===== config.mk =====
export PLATFORM = sky130hd
export DESIGN_NAME = multichannel_incremental_pid_flat
export DESIGN_NICKNAME = d
export VERILOG_FILES = /design/src/design/mpid_pkg.sv /design/src/design/mpid_ifs.sv /design/src/design/multichannel_incremental_pid.sv /design/src/design/mpid_front.sv /design/src/design/mpid_queue.sv /design/src/design/mpid_back.sv /design/src/flat_wrapper.sv
export SDC_FILE = /design/constraint.sdc
export NUM_CORES = 2
export LEC_CHECK = 0
export ABC_CLOCK_PERIOD_IN_PS = 10700
export BUFFER_PORTS_ARGS = -buffer_cell sky130_fd_sc_hd__buf_4
export CAP_MARGIN = 20
export CORE_MARGIN = 3
export CORE_UTILIZATION = 50
export CTS_CLUSTER_SIZE = 12
export DETAILED_ROUTE_END_ITERATION = 7
export GPL_ROUTABILITY_DRIVEN = 0
export PLACE_DENSITY_LB_ADDON = 0.2
export SLEW_MARGIN = 5
export SYNTH_ARGS = -nofsm -noshare
export SYNTH_HDL_FRONTEND = slang
export SYNTH_SLANG_ARGS = --single-unit

===== constraint.sdc =====
create_clock -name clk_i -period 10.7 [get_ports clk_i]
set_clock_uncertainty 0.15 [all_clocks]
set_input_delay 1.07 -clock clk_i [delete_from_list [all_inputs] [get_ports clk_i]]
set_output_delay 1.07 -clock clk_i [all_outputs]
set_load 0.05 [all_outputs]

===== src/design/mpid_pkg.sv =====
// Package for the multichannel incremental PID controller.
// Holds the shared widths, register codes and record types; depends on nothing.
package mpid_pkg;

  localparam int unsigned NUM_CHANNELS_DEF   = 12;
  localparam int unsigned ADC_MIDSCALE_DEF   = 2048;
  localparam int unsigned INITIAL_OUTPUT_DEF = 1000;

  localparam int CH_FIELD_W = 4;
  localparam int SAMPLE_W   = 12;
  localparam int ERR_W      = 13;
  localparam int VAL_W      = 16;
  localparam int ACC_W      = 32;
  localparam int CFG_IDX_W  = 3;
  localparam int QUEUE_AW   = 1;

  localparam logic signed [ERR_W-1:0] ERR_MAX = 13'sd4095;
  localparam logic signed [ERR_W-1:0] ERR_MIN = -13'sd4096;

  typedef enum logic [CFG_IDX_W-1:0] {
    CFG_GAIN_P    = 3'd0,
    CFG_GAIN_I    = 3'd1,
    CFG_GAIN_D    = 3'd2,
    CFG_OUT_FLOOR = 3'd3,
    CFG_OUT_CEIL  = 3'd4
  } cfg_idx_e;

  typedef struct packed {
    logic [VAL_W-1:0] gain_p;
    logic [VAL_W-1:0] gain_i;
    logic [VAL_W-1:0] gain_d;
    logic [VAL_W-1:0] out_floor;
    logic [VAL_W-1:0] out_ceil;
  } cfg_t;

  typedef struct packed {
    logic [CH_FIELD_W-1:0]   channel;
    logic signed [ERR_W-1:0] err;
  } q_item_t;

  typedef struct packed {
    logic [ACC_W-1:0]        acc;
    logic signed [ERR_W-1:0] err_prev;
    logic signed [ERR_W-1:0] err_prev2;
  } chan_state_t;

endpackage


===== src/design/mpid_ifs.sv =====
// Handshake interfaces for the request, result and configuration channels.
// Depends on mpid_pkg for the field widths.
interface mpid_in_if;
  import mpid_pkg::*;
  logic                       valid;
  logic                       ready;
  logic [CH_FIELD_W-1:0]      channel;
  logic signed [SAMPLE_W-1:0] target_current;
  logic [SAMPLE_W-1:0]        adc_sample;
  modport source (output valid, channel, target_current, adc_sample, input ready);
  modport sink (input valid, channel, target_current, adc_sample, output ready);
endinterface

interface mpid_out_if;
  import mpid_pkg::*;
  logic                  valid;
  logic                  ready;
  logic [CH_FIELD_W-1:0] channel_out;
  logic [VAL_W-1:0]      compare_value;
  modport source (output valid, channel_out, compare_value, input ready);
  modport sink (input valid, channel_out, compare_value, output ready);
endinterface

interface mpid_cfg_if;
  import mpid_pkg::*;
  logic                 valid;
  logic                 ready;
  logic [CFG_IDX_W-1:0] index;
  logic [VAL_W-1:0]     data;
  modport source (output valid, index, data, input ready);
  modport sink (input valid, index, data, output ready);
endinterface


===== src/design/multichannel_incremental_pid.sv =====
// Top level of the multichannel incremental PID controller.
// Depends on mpid_pkg, mpid_ifs, mpid_front, mpid_queue and mpid_back.
//
// Requests arrive on in_i: a channel number, a signed setpoint and a raw
// ADC sample. Each request for an existing channel produces one result on
// out_o with the channel and the new PWM compare value; a request for a
// channel number at or above NUM_CHANNELS is taken and discarded.
// Gains and output limits are written through cfg_i, which is always ready;
// they should only change while no request is in flight.
// A request moves from the queue through the read and multiply stage (s1) and
// the accumulate stage (s2) into the result register, each holding while the one
// downstream is occupied; the back end pops a request only once s1 is empty.
// A two-entry queue lets requests be taken while a result waits, and a
// stalled receiver backs the queue up until in_i.ready drops.
// Reset restores the register defaults and returns every channel to the
// initial output with cleared error history; no clearing pass is needed.
module multichannel_incremental_pid #(
  parameter int unsigned NUM_CHANNELS   = mpid_pkg::NUM_CHANNELS_DEF,
  parameter int unsigned ADC_MIDSCALE   = mpid_pkg::ADC_MIDSCALE_DEF,
  parameter int unsigned INITIAL_OUTPUT = mpid_pkg::INITIAL_OUTPUT_DEF
) (
  input  logic        clk_i,
  input  logic        rst_ni,
  mpid_in_if.sink     in_i,
  mpid_cfg_if.sink    cfg_i,
  mpid_out_if.source  out_o
);
  import mpid_pkg::*;

  cfg_t    cfg_q;
  logic    can_push, push, pop, nonempty;
  q_item_t push_item, pop_item;

  assign cfg_i.ready = 1'b1;

  always_ff @(posedge clk_i or negedge rst_ni) begin
    if (!rst_ni) begin
      cfg_q.gain_p    <= 16'd480;
      cfg_q.gain_i    <= 16'd480;
      cfg_q.gain_d    <= 16'd0;
      cfg_q.out_floor <= 16'd0;
      cfg_q.out_ceil  <= 16'd2000;
    end else if (cfg_i.valid) begin
      unique case (cfg_idx_e'(cfg_i.index))
        CFG_GAIN_P:    cfg_q.gain_p    <= cfg_i.data;
        CFG_GAIN_I:    cfg_q.gain_i    <= cfg_i.data;
        CFG_GAIN_D:    cfg_q.gain_d    <= cfg_i.data;
        CFG_OUT_FLOOR: cfg_q.out_floor <= cfg_i.data;
        CFG_OUT_CEIL:  cfg_q.out_ceil  <= cfg_i.data;
        default: begin
        end
      endcase
    end
  end

  mpid_front #(
    .NUM_CHANNELS (NUM_CHANNELS),
    .ADC_MIDSCALE (ADC_MIDSCALE)
  ) u_front (
    .in_i       (in_i),
    .can_push_i (can_push),
    .push_o     (push),
    .item_o     (push_item)
  );

  mpid_queue u_queue (
    .clk_i       (clk_i),
    .rst_ni      (rst_ni),
    .push_i      (push),
    .push_item_i (push_item),
    .can_push_o  (can_push),
    .pop_i       (pop),
    .pop_item_o  (pop_item),
    .nonempty_o  (nonempty)
  );

  mpid_back #(
    .NUM_CHANNELS   (NUM_CHANNELS),
    .INITIAL_OUTPUT (INITIAL_OUTPUT)
  ) u_back (
    .clk_i      (clk_i),
    .rst_ni     (rst_ni),
    .cfg_i      (cfg_q),
    .nonempty_i (nonempty),
    .item_i     (pop_item),
    .pop_o      (pop),
    .out_o      (out_o)
  );

endmodule


===== src/design/mpid_front.sv =====
// Front end: accepts requests, drops those for absent channels and forms
// the saturated control error. Depends on mpid_pkg and mpid_in_if.
module mpid_front #(
  parameter int unsigned NUM_CHANNELS = mpid_pkg::NUM_CHANNELS_DEF,
  parameter int unsigned ADC_MIDSCALE = mpid_pkg::ADC_MIDSCALE_DEF
) (
  mpid_in_if.sink            in_i,
  input  logic               can_push_i,
  output logic               push_o,
  output mpid_pkg::q_item_t  item_o
);
  import mpid_pkg::*;

  localparam logic [6:0]  NCH = 7'(NUM_CHANNELS);
  localparam logic [15:0] MID = 16'(ADC_MIDSCALE);

  logic signed [18:0] err_wide;
  logic               in_range;

  assign in_i.ready = can_push_i;
  assign in_range   = {3'b000, in_i.channel} < NCH;
  assign push_o     = in_i.valid && can_push_i && in_range;

  always_comb begin
    err_wide = {{7{in_i.target_current[SAMPLE_W-1]}}, in_i.target_current}
             - {7'b0, in_i.adc_sample} + {3'b000, MID};
    item_o.channel = in_i.channel;
    if (err_wide > 19'sd4095) begin
      item_o.err = ERR_MAX;
    end else if (err_wide < -19'sd4096) begin
      item_o.err = ERR_MIN;
    end else begin
      item_o.err = err_wide[ERR_W-1:0];
    end
  end

endmodule


===== src/design/mpid_queue.sv =====
// Short queue of classified requests between the front and back ends.
// Depends on mpid_pkg.
module mpid_queue (
  input  logic              clk_i,
  input  logic              rst_ni,
  input  logic              push_i,
  input  mpid_pkg::q_item_t push_item_i,
  output logic              can_push_o,
  input  logic              pop_i,
  output mpid_pkg::q_item_t pop_item_o,
  output logic              nonempty_o
);
  import mpid_pkg::*;

  localparam int DEPTH = 1 << QUEUE_AW;

  q_item_t             store_q [DEPTH];
  logic [QUEUE_AW-1:0] wr_ptr_q, rd_ptr_q;
  logic [QUEUE_AW:0]   count_q;

  assign can_push_o = count_q != (QUEUE_AW+1)'(DEPTH);
  assign nonempty_o = count_q != '0;
  assign pop_item_o = store_q[rd_ptr_q];

  always_ff @(posedge clk_i or negedge rst_ni) begin
    if (!rst_ni) begin
      wr_ptr_q <= '0;
      rd_ptr_q <= '0;
      count_q  <= '0;
    end else begin
      if (push_i) begin
        wr_ptr_q <= wr_ptr_q + 1'b1;
      end
      if (pop_i) begin
        rd_ptr_q <= rd_ptr_q + 1'b1;
      end
      if (push_i && !pop_i) begin
        count_q <= count_q + 1'b1;
      end else if (pop_i && !push_i) begin
        count_q <= count_q - 1'b1;
      end
    end
  end

  always_ff @(posedge clk_i) begin
    if (push_i) begin
      store_q[wr_ptr_q] <= push_item_i;
    end
  end

endmodule


===== src/design/mpid_back.sv =====
// Back end: per-channel state memory, gain products, accumulate and clamp,
// and the result register. Depends on mpid_pkg and mpid_out_if.
module mpid_back #(
  parameter int unsigned NUM_CHANNELS   = mpid_pkg::NUM_CHANNELS_DEF,
  parameter int unsigned INITIAL_OUTPUT = mpid_pkg::INITIAL_OUTPUT_DEF
) (
  input  logic              clk_i,
  input  logic              rst_ni,
  input  mpid_pkg::cfg_t    cfg_i,
  input  logic              nonempty_i,
  input  mpid_pkg::q_item_t item_i,
  output logic              pop_o,
  mpid_out_if.source        out_o
);
  import mpid_pkg::*;

  localparam int CH_W = (NUM_CHANNELS > 1) ? $clog2(NUM_CHANNELS) : 1;
  localparam chan_state_t RESET_STATE = '{acc: {16'(INITIAL_OUTPUT), 16'h0000},
                                          err_prev: '0, err_prev2: '0};

  chan_state_t              state_mem [NUM_CHANNELS];
  logic [NUM_CHANNELS-1:0]  written_q;
  chan_state_t              rd_data_q;
  logic                     rd_written_q;

  logic                     byp_vld_q;
  logic [CH_FIELD_W-1:0]    byp_ch_q;
  chan_state_t              byp_state_q;

  logic                     s1_vld_q;
  q_item_t                  s1_item_q;
  logic                     s2_vld_q;
  logic [CH_FIELD_W-1:0]    s2_ch_q;
  logic signed [ERR_W-1:0]  s2_err_q, s2_err_prev_q;
  logic [ACC_W-1:0]         s2_acc_q;
  logic signed [31:0]       prod_p_q, prod_i_q, prod_d_q;

  logic                     out_vld_q;
  logic [CH_FIELD_W-1:0]    out_ch_q;
  logic [VAL_W-1:0]         out_cmp_q;

  logic                     s1_adv, s2_fire;
  logic [CH_W-1:0]          rd_idx, wr_idx;
  chan_state_t              old_state, new_state;
  logic signed [13:0]       diff1;
  logic signed [14:0]       diff2;
  logic signed [16:0]       kp_s, ki_s, kd_s;
  logic signed [31:0]       prod_p_d, prod_i_d, prod_d_d;
  logic signed [34:0]       sum, hi_lim, lim, ceil_s, floor_s;

  assign pop_o   = nonempty_i && !s1_vld_q;
  assign s1_adv  = s1_vld_q && !s2_vld_q;
  assign s2_fire = s2_vld_q && (!out_vld_q || out_o.ready);
  assign rd_idx  = CH_W'(item_i.channel);
  assign wr_idx  = CH_W'(s2_ch_q);

  always_comb begin
    if (byp_vld_q && byp_ch_q == s1_item_q.channel) begin
      old_state = byp_state_q;
    end else if (rd_written_q) begin
      old_state = rd_data_q;
    end else begin
      old_state = RESET_STATE;
    end
    diff1    = 14'(s1_item_q.err) - 14'(old_state.err_prev);
    diff2    = 15'(s1_item_q.err) - (15'(old_state.err_prev) <<< 1)
             + 15'(old_state.err_prev2);
    kp_s     = $signed({1'b0, cfg_i.gain_p});
    ki_s     = $signed({1'b0, cfg_i.gain_i});
    kd_s     = $signed({1'b0, cfg_i.gain_d});
    prod_p_d = kp_s * diff1;
    prod_i_d = ki_s * s1_item_q.err;
    prod_d_d = kd_s * diff2;
  end

  always_comb begin
    sum     = $signed({3'b000, s2_acc_q}) + 35'(prod_p_q) + 35'(prod_i_q)
            + 35'(prod_d_q);
    ceil_s  = $signed({3'b000, cfg_i.out_ceil, 16'h0000});
    floor_s = $signed({3'b000, cfg_i.out_floor, 16'h0000});
    hi_lim  = (sum > ceil_s) ? ceil_s : sum;
    lim     = (hi_lim < floor_s) ? floor_s : hi_lim;
    new_state.acc       = lim[ACC_W-1:0];
    new_state.err_prev  = s2_err_q;
    new_state.err_prev2 = s2_err_prev_q;
  end

  always_ff @(posedge clk_i) begin
    if (pop_o) begin
      rd_data_q <= state_mem[rd_idx];
    end
    if (s2_fire) begin
      state_mem[wr_idx] <= new_state;
    end
  end

  always_ff @(posedge clk_i or negedge rst_ni) begin
    if (!rst_ni) begin
      written_q    <= '0;
      rd_written_q <= 1'b0;
      byp_vld_q    <= 1'b0;
      s1_vld_q     <= 1'b0;
      s2_vld_q     <= 1'b0;
      out_vld_q    <= 1'b0;
    end else begin
      if (pop_o) begin
        rd_written_q <= written_q[rd_idx];
        s1_vld_q     <= 1'b1;
      end else if (s1_adv) begin
        s1_vld_q <= 1'b0;
      end
      if (s1_adv) begin
        s2_vld_q <= 1'b1;
      end else if (s2_fire) begin
        s2_vld_q <= 1'b0;
      end
      if (s2_fire) begin
        written_q[wr_idx] <= 1'b1;
        byp_vld_q         <= 1'b1;
        out_vld_q         <= 1'b1;
      end else if (out_o.ready) begin
        out_vld_q <= 1'b0;
      end
    end
  end

  always_ff @(posedge clk_i) begin
    if (pop_o) begin
      s1_item_q <= item_i;
    end
    if (s1_adv) begin
      s2_ch_q       <= s1_item_q.channel;
      s2_err_q      <= s1_item_q.err;
      s2_err_prev_q <= old_state.err_prev;
      s2_acc_q      <= old_state.acc;
      prod_p_q      <= prod_p_d;
      prod_i_q      <= prod_i_d;
      prod_d_q      <= prod_d_d;
    end
    if (s2_fire) begin
      byp_ch_q    <= s2_ch_q;
      byp_state_q <= new_state;
      out_ch_q    <= s2_ch_q;
      out_cmp_q   <= new_state.acc[ACC_W-1:ACC_W-VAL_W];
    end
  end

  assign out_o.valid         = out_vld_q;
  assign out_o.channel_out   = out_ch_q;
  assign out_o.compare_value = out_cmp_q;

endmodule


===== src/flat_wrapper.sv =====
// flat-port wrapper written by rule: the top's interface ports become plain ports
module multichannel_incremental_pid_flat import mpid_pkg::*;
#(
  parameter int unsigned NUM_CHANNELS   = mpid_pkg::NUM_CHANNELS_DEF,
  parameter int unsigned ADC_MIDSCALE   = mpid_pkg::ADC_MIDSCALE_DEF,
  parameter int unsigned INITIAL_OUTPUT = mpid_pkg::INITIAL_OUTPUT_DEF
)
  (clk_i, rst_ni, in_i_valid, in_i_channel, in_i_target_current, in_i_adc_sample, in_i_ready, cfg_i_valid, cfg_i_index, cfg_i_data, cfg_i_ready, out_o_valid, out_o_channel_out, out_o_compare_value, out_o_ready);
  mpid_in_if in_i_i ();
  mpid_cfg_if cfg_i_i ();
  mpid_out_if out_o_i ();
  input  logic clk_i;
  input  logic rst_ni;
  input wire logic [$bits(in_i_i.valid)-1:0] in_i_valid;
  input wire logic [$bits(in_i_i.channel)-1:0] in_i_channel;
  input wire logic [$bits(in_i_i.target_current)-1:0] in_i_target_current;
  input wire logic [$bits(in_i_i.adc_sample)-1:0] in_i_adc_sample;
  output wire logic [$bits(in_i_i.ready)-1:0] in_i_ready;
  input wire logic [$bits(cfg_i_i.valid)-1:0] cfg_i_valid;
  input wire logic [$bits(cfg_i_i.index)-1:0] cfg_i_index;
  input wire logic [$bits(cfg_i_i.data)-1:0] cfg_i_data;
  output wire logic [$bits(cfg_i_i.ready)-1:0] cfg_i_ready;
  output wire logic [$bits(out_o_i.valid)-1:0] out_o_valid;
  output wire logic [$bits(out_o_i.channel_out)-1:0] out_o_channel_out;
  output wire logic [$bits(out_o_i.compare_value)-1:0] out_o_compare_value;
  input wire logic [$bits(out_o_i.ready)-1:0] out_o_ready;
  assign in_i_i.valid = in_i_valid;
  assign in_i_i.channel = in_i_channel;
  assign in_i_i.target_current = in_i_target_current;
  assign in_i_i.adc_sample = in_i_adc_sample;
  assign in_i_ready = in_i_i.ready;
  assign cfg_i_i.valid = cfg_i_valid;
  assign cfg_i_i.index = cfg_i_index;
  assign cfg_i_i.data = cfg_i_data;
  assign cfg_i_ready = cfg_i_i.ready;
  assign out_o_valid = out_o_i.valid;
  assign out_o_channel_out = out_o_i.channel_out;
  assign out_o_compare_value = out_o_i.compare_value;
  assign out_o_i.ready = out_o_ready;
  multichannel_incremental_pid #(.NUM_CHANNELS(NUM_CHANNELS), .ADC_MIDSCALE(ADC_MIDSCALE), .INITIAL_OUTPUT(INITIAL_OUTPUT)) u_core (.clk_i(clk_i), .rst_ni(rst_ni), .in_i(in_i_i), .cfg_i(cfg_i_i), .out_o(out_o_i));
endmodule

=== Word-level counts from Yosys, hierarchy flattened ===
Memory sizes are Yosys's and may differ from the RTL's. A register that Yosys moved wholly into a read port is not among the register bits.
Index checks and enable logic that the tools add are counted.

* Flip-flop bits (word level): 351
* Memory bits (writable): 730
* Output and inout port bits: 23
* Memories: 2

{| class="wikitable"
|+ Memories
! memory !! depth !! bits a word !! read ports !! clocked after memory_dff !! wr ports !! RTL line !! RTL
|-
| u_core.u_back.state_mem || 12 || 58 || 1 || 1 || 1 || mpid_back.sv:21 || <nowiki>chan_state_t state_mem [NUM_CHANNELS];</nowiki>
|-
| u_core.u_queue.store_q || 2 || 17 || 1 || 0 || 1 || mpid_queue.sv:17 || <nowiki>q_item_t store_q [DEPTH];</nowiki>
|}

* Add/sub/neg operators: 12
* Multiply operators: 3
* $lt $le $gt $ge: 8
* Eq/ne operators: 6
* Muxes and demuxes: 22
* Bitwise gates (word level): 1
* Reduce and logical (&&, ||, !) cells: 26

{| class="wikitable"
|+ Operators with widths
! operator !! number
|-
| two-way mux 58 bit || 2
|-
| adder 34 x 30 -> 35 bit || 1
|-
| adder 35 x 32 -> 35 bit || 1
|-
| greater-than comparator 35 x 33 -> 1 bit || 1
|-
| less-than comparator 35 x 33 -> 1 bit || 1
|-
| two-way mux 35 bit || 1
|-
| adder 33 x 31 -> 34 bit || 1
|-
| multiplier 17 x 15 -> 32 bit || 1
|-
| two-way mux 32 bit || 1
|-
| multiplier 17 x 14 -> 31 bit || 1
|-
| multiplier 17 x 13 -> 30 bit || 1
|-
| two-way mux 13 bit || 2
|-
| adder 14 x 13 -> 15 bit, second input constant || 1
|-
| adder 15 x 13 -> 15 bit || 1
|-
| greater-than comparator 15 x 13 -> 1 bit, second input constant || 1
|-
| less-than comparator 15 x 13 -> 1 bit, second input constant || 1
|-
| subtractor 13 x 14 -> 15 bit || 1
|-
| subtractor 12 x 13 -> 14 bit || 1
|-
| subtractor 13 x 13 -> 14 bit || 1
|-
| two-way mux 1 bit || 12
|-
| OR 12 bit || 1
|-
| less-than comparator 4 x 5 -> 1 bit, second input constant || 2
|-
| AND reduction 2 bit || 5
|-
| nonzero test 2 bit || 5
|-
| 17 further kinds || 32
|}

=== Depth between registers and ports, before layout ===
* Depth in word-level cells: 7
* Depth in mapped cells: 44

=== Hierarchy ===
A second synthesis with hierarchy kept.

* Cells, all modules: 5588
* Area total of the unflattened synthesis: 71888.9 um2

{| class="wikitable"
|+ Modules (own cells, without submodules)
! module !! instances !! cells each !! area an instance (um2)
|-
| mpid_back || 1 || 5184 || 66201.0
|-
| multichannel_incremental_pid || 1 || 175 || 3079.2
|-
| mpid_queue || 1 || 69 || 1466.4
|-
| mpid_front || 1 || 160 || 1142.3
|}

=== Least setup slack after synthesis ===
OpenSTA, ideal clock, no wires.

* Path kind: flip-flop to flip-flop
* Start point: reg u_core.u_back.out_o.channel_out[0] (netlist name)
* End point: reg u_core.u_back.prod_d_q[25], data pin
* Setup time: 0.258 ns
* Arrival: 9.812 ns
* Setup slack: 0.481 ns
* Stages on the path, launching flop included: 40
* Buffers on the path: 4
* Cell sequence: edfxtp_1 nor2b_1 or4b_1 nor3_2 clkbuf_1 clkbuf_1 nand2_1 nand2_1 ha_1 ha_1 o21a_1 o21a_1 o21ai_0 a21boi_0 o21ai_0 a21boi_0 o21ai_0 a21boi_0 (+4 left out) nand2_1 fa_1 fa_1 fa_1 fa_1 fa_1 fa_1 inv_1 ha_1 a21o_1 a21oi_1 nor3b_1 o211ai_1 a31oi_1 a211o_1 o21bai_1 a21oi_1 xnor2_1

{| class="wikitable"
|+ RTL lines
! what !! RTL line !! RTL
|-
| end signal, assigned || mpid_back.sv:138 || <nowiki>prod_d_q <= prod_d_d;</nowiki>
|-
| end, declared || mpid_back.sv:36 || <nowiki>logic signed [31:0] prod_p_q, prod_i_q, prod_d_q;</nowiki>
|}

=== Final worst setup path ===
* Start point: reg u_core.u_back.prod_i_q[1]
* End point: reg u_core.u_back.byp_state_q[47] (netlist bit), data pin

* Longest elaborated chain between the ends: 6

{| class="wikitable"
|+ Ends and longest elaborated chain
! what !! RTL line !! RTL
|-
| start, declared || mpid_back.sv:36 ||
|-
| start signal, assigned || mpid_back.sv:137 || <nowiki>prod_i_q <= prod_i_d;</nowiki>
|-
| adder 34 x 30 -> 35 bit * || mpid_back.sv:77 || <nowiki>sum = $signed({3'b000, s2_acc_q}) + 35'(prod_p_q) + 35'(prod_i_q)</nowiki>
|-
| adder 35 x 32 -> 35 bit * || mpid_back.sv:78 || <nowiki>+ 35'(prod_d_q);</nowiki>
|-
| greater-than comparator 35 x 33 -> 1 bit || mpid_back.sv:81 || <nowiki>hi_lim = (sum > ceil_s) ? ceil_s : sum;</nowiki>
|-
| two-way mux 35 bit * || mpid_back.sv:81 ||
|-
| less-than comparator 35 x 33 -> 1 bit || mpid_back.sv:82 || <nowiki>lim = (hi_lim < floor_s) ? floor_s : hi_lim;</nowiki>
|-
| two-way mux 32 bit * || mpid_back.sv:82 ||
|-
| named net u_core.u_back.lim[21] || mpid_back.sv:49 || <nowiki>logic signed [34:0] sum, hi_lim, lim, ceil_s, floor_s;</nowiki>
|-
| end signal, assigned || mpid_back.sv:142 || <nowiki>byp_state_q <= new_state;</nowiki>
|-
| end, declared || mpid_back.sv:28 || <nowiki>chan_state_t byp_state_q;</nowiki>
|}

The timed path passes the listed nets; every way through them passes the cells marked *.
A chain may end at the register's enable or synchronous reset.

==> impl_metrics.tcl <==
set metrics [dict create \
    outcome "completed" \
    timing.critical_path.arrival_ps 10610 \
    synth-edff-count 1022 \
    synth-xor-area-share_pct 1.68 \
    route.vias.total 48884 \
    chipWidth_um 387 \
    fmax_ghz 0.0971 \
    final_min_period_over_clock_period_pct 96.3 \
    synth_simple_gate_area_share_pct 14.8 \
    tritoncts_clock_tree "yes" \
    critPathSlowestCell "sky130_fd_sc_hd__or4b_2" \
    startpoint_to_endpoint_class_of_the_critical_path "register to register" \
    yosys_warnings 0 \
    vias_in_the_first_global_route 49026 \
    die_area_sq_mm 0.149 \
    timing_max_transition_violations_final 0 \
    timing.slew.headroom_pct 25.4 \
    finalNonFillerCells 8514 \
    post-route-drc-count 0 \
    antenna_found_initial 10 \
    syn_avg_cell_area_sq_um 11.1 \
    synth_sequential_area_ratio_pct 45.9 \
    grt_first_pass_wirelength_mm 301 \
    synth.lib_cells_used.distinct 89 \
    worst_setup_path_start_kind "register" \
    netlist_instances 6528 \
    worstPathMaxFanout 13 \
    die_y_um 387 \
    grt_overflow 0 \
    detail_route.iter0.violations 4622 \
    syn_area_sq_mm 0.0724 \
    layout.nets 7595 \
    initial_core_util_pct 50.4 \
    coreArea_sq_mm 0.144 \
    clk_transition_reported_paths_ps 60 \
    clock_tree.buffer_depth 3 \
    most_common_cell_after_layout_fill_and_taps_aside "sky130_fd_sc_hd__nand2_1" \
    yosys_register_bits 1123 \
    worst_slew_pin_slew_ps 1120 \
    placementRows 139 \
    clk-insertion-delay-late_ps 750 \
    synth_top_family_by_area "adder cells" \
    wl_per_cell_um 23.2 \
    numPortBuffers 73 \
    critical_path_most_common_cell "sky130_fd_sc_hd__a21o_1" \
    synth_compound_area_share_pct 5.95 \
    design.portCount 75 \
    synthesis.nets 7603 \
    cts_buffers 114 \
    dp_hpwl_mm 134 \
    routed_via_count_divided_by_cell_count 5.74 \
    final_hold_viol_count 0 \
    numPlacedInstances 8303 \
    cp_slowest_stage_delay_ps 610 \
    drt-pass1-iter-count 6 \
    layout.cells.most_common_list "sky130_fd_sc_hd__nand2_1 (1238), sky130_fd_sc_hd__edfxtp_1 (1022), sky130_fd_sc_hd__inv_1 (815), sky130_fd_sc_hd__fa_1 (575), sky130_fd_sc_hd__ha_1 (448)" \
    post_route_cells_drive_above_1_share_pct 8.50 \
    grt_start_max_net_pins 163 \
    final_setup_violation_count 0 \
    fraction_of_registers_with_async_set_reset_pct 8.99 \
    cts_root_buf "sky130_fd_sc_hd__clkbuf_16" \
    area.growth.synth_to_final_pct 9.09 \
    hold_path_depth 1 \
    synth-main-ff-cell "sky130_fd_sc_hd__edfxtp_1" \
    min_path_type "register to register" \
    final_period_minus_worst_setup_slack_ps 10300 \
    max_cap_viol_count 0 \
    num-fill-cells 12245 \
    detail_route.wirelength_mm 197 \
    synth_mux_area_share_pct 1.89 \
    grt.total_usage_pct 26.4 \
    drt.antenna.violating_nets 0 \
    critPathRequiredTime_ps 11010 \
    post_cts_hold_buffer_count 0 \
    critical_path.endpoint_type "register" \
    numClockSinks 1123 \
    cts_htree_levels 3 \
    post_synth_fa_ha_maj_area_fraction_pct 23.7 \
    reg2regPathDepth 40 \
]
worst paths after layout:
path,startpoint,end,slack [ps]
max reg2reg,u_core.u_back.prod_i_q[1]$_DFFE_PP_,u_core.u_back.byp_state_q[47]$_DFFE_PP_,400
min in group asynchronous,rst_ni,u_core.u_back.written_q[3]$_DFFE_PN0P_,340
min reg2reg,u_core.u_back.written_q[2]$_DFFE_PN0P_,u_core.u_back.written_q[2]$_DFFE_PN0P_,320
min,u_core.u_back.written_q[2]$_DFFE_PN0P_,u_core.u_back.written_q[2]$_DFFE_PN0P_,320
max in group asynchronous,rst_ni,u_core.cfg_q[50]$_DFFE_PN0P_,8750
max,u_core.u_back.prod_i_q[1]$_DFFE_PP_,u_core.u_back.byp_state_q[47]$_DFFE_PP_,400
flip-flops by register name, indices dropped and copies added, names as in the netlist, 2 cells and up:
| name | count |
|---|---|
| u_core.cfg_q | 80 |
| u_core.u_back.s2_err_q | 13 |
| u_core.u_back.prod_d_q | 32 |
| u_core.u_back.rd_data_q | 58 |
| u_core.u_back.out_o.channel_out | 4 |
| u_core.u_back.state_mem | 696 |
| u_core.u_queue.store_q | 34 |
| u_core.u_back.written_q | 12 |
| u_core.u_back.s2_acc_q | 32 |
| u_core.u_back.byp_state_q | 58 |
| u_core.u_back.s2_ch_q | 4 |
| u_core.u_queue.count_q | 2 |
| u_core.u_back.prod_p_q | 31 |
| u_core.u_back.s1_item_q | 17 |
| u_core.u_back.prod_i_q | 30 |
| u_core.u_back.s2_err_prev_q | 13 |
layer usage:
| layer | track usage, % | vias to the layer above | part of all wire, % |
|---|---|---|---|
| li1 | - | 21902 | - |
| met1 | 36.9 | 24847 | 42 |
| met2 | 42.4 | 1803 | 47 |
| met3 | 4.43 | 332 | 7.9 |
| met4 | 8.07 | 0 | 3.4 |
| met5 | 0 | - | 0 |
stage by stage:
step	instance area (sq um)	setup TNS, ps	util, %	hold WS (ps)	worst slack (ps)
after floorplan	72400	0	-	284	481
after global placement	75200	0	52.4	294	74.4
after detailed placement	75300	-859	52.4	301	-219
after CTS	78900	0	54.9	317	35.7
after global routing	79000	-1700	55.0	328	-37.6
final	79000	0	55.0	316	401
logic make-up (layout without fill, tap and decap cells):
logic type	Yosys count	after routing
compound gates	641	641
other cells	1	3
simple gates	2331	2331
flops	1123	1123
buf+inv	1148	1229
xor+xnor	139	139
fa+ha+maj	1027	1027
mux	118	118
critical path, delay by kind of cell, from the launching register on:
family	cells	cell delay, ps
fa+ha+maj	6	2040
mux	2	730
buf+inv	5	640
compound gates	21	4320
flops	1	380
simple gates	6	1730
timing repair:
action,4_1_cts,5_1_grt
gates resized for setup,5,22
buffers inserted,0,3
pin swaps,0,1
endpoints found under the setup margin,11,327
synth_stat cells, drive strengths merged, types with 15 or more instances:
cell | instances | area share [%]
nand2b | 53 | 0.46
nor3 | 47 | 0.33
and3 | 80 | 0.69
a21oi | 109 | 0.75
nand3 | 384 | 2.7
edfxtp | 1022 | 42
nand2 | 1238 | 6.4
a31oi | 84 | 0.73
buf | 49 | 0.37
mux2 | 112 | 1.8
nand3b | 20 | 0.21
xor2 | 34 | 0.41
nor2 | 126 | 0.66
ha | 448 | 7.7
o21ai | 148 | 1.0
inv | 819 | 4.2
nand4 | 18 | 0.16
a211oi | 25 | 0.27
or2 | 33 | 0.29
nor2b | 30 | 0.26
a311oi | 68 | 0.83
and2 | 263 | 2.3
o311ai | 29 | 0.35
a21o | 62 | 0.64
fa | 575 | 16
dfrtp | 87 | 3.0
xnor2 | 105 | 1.3
clkbuf | 277 | 1.4
o21bai | 21 | 0.22
o211ai | 15 | 0.17
layout make-up:
class                   instances  area, sq um  area share, %
diodes                          2         5.00        0.00633
clock buffers                 179         3300           4.18
clock inverters                26          327          0.413
inverters                     822         3120           3.95
multi-input cells            4257        35100           44.4
flip-flops and latches       1123        33200           42.1
well taps                    1903         2380           3.01
repair buffers                202         1580           1.99
Power is not shown: default switching activity piles up to over one toggle a cycle in this logic, so the estimate is an artifact.
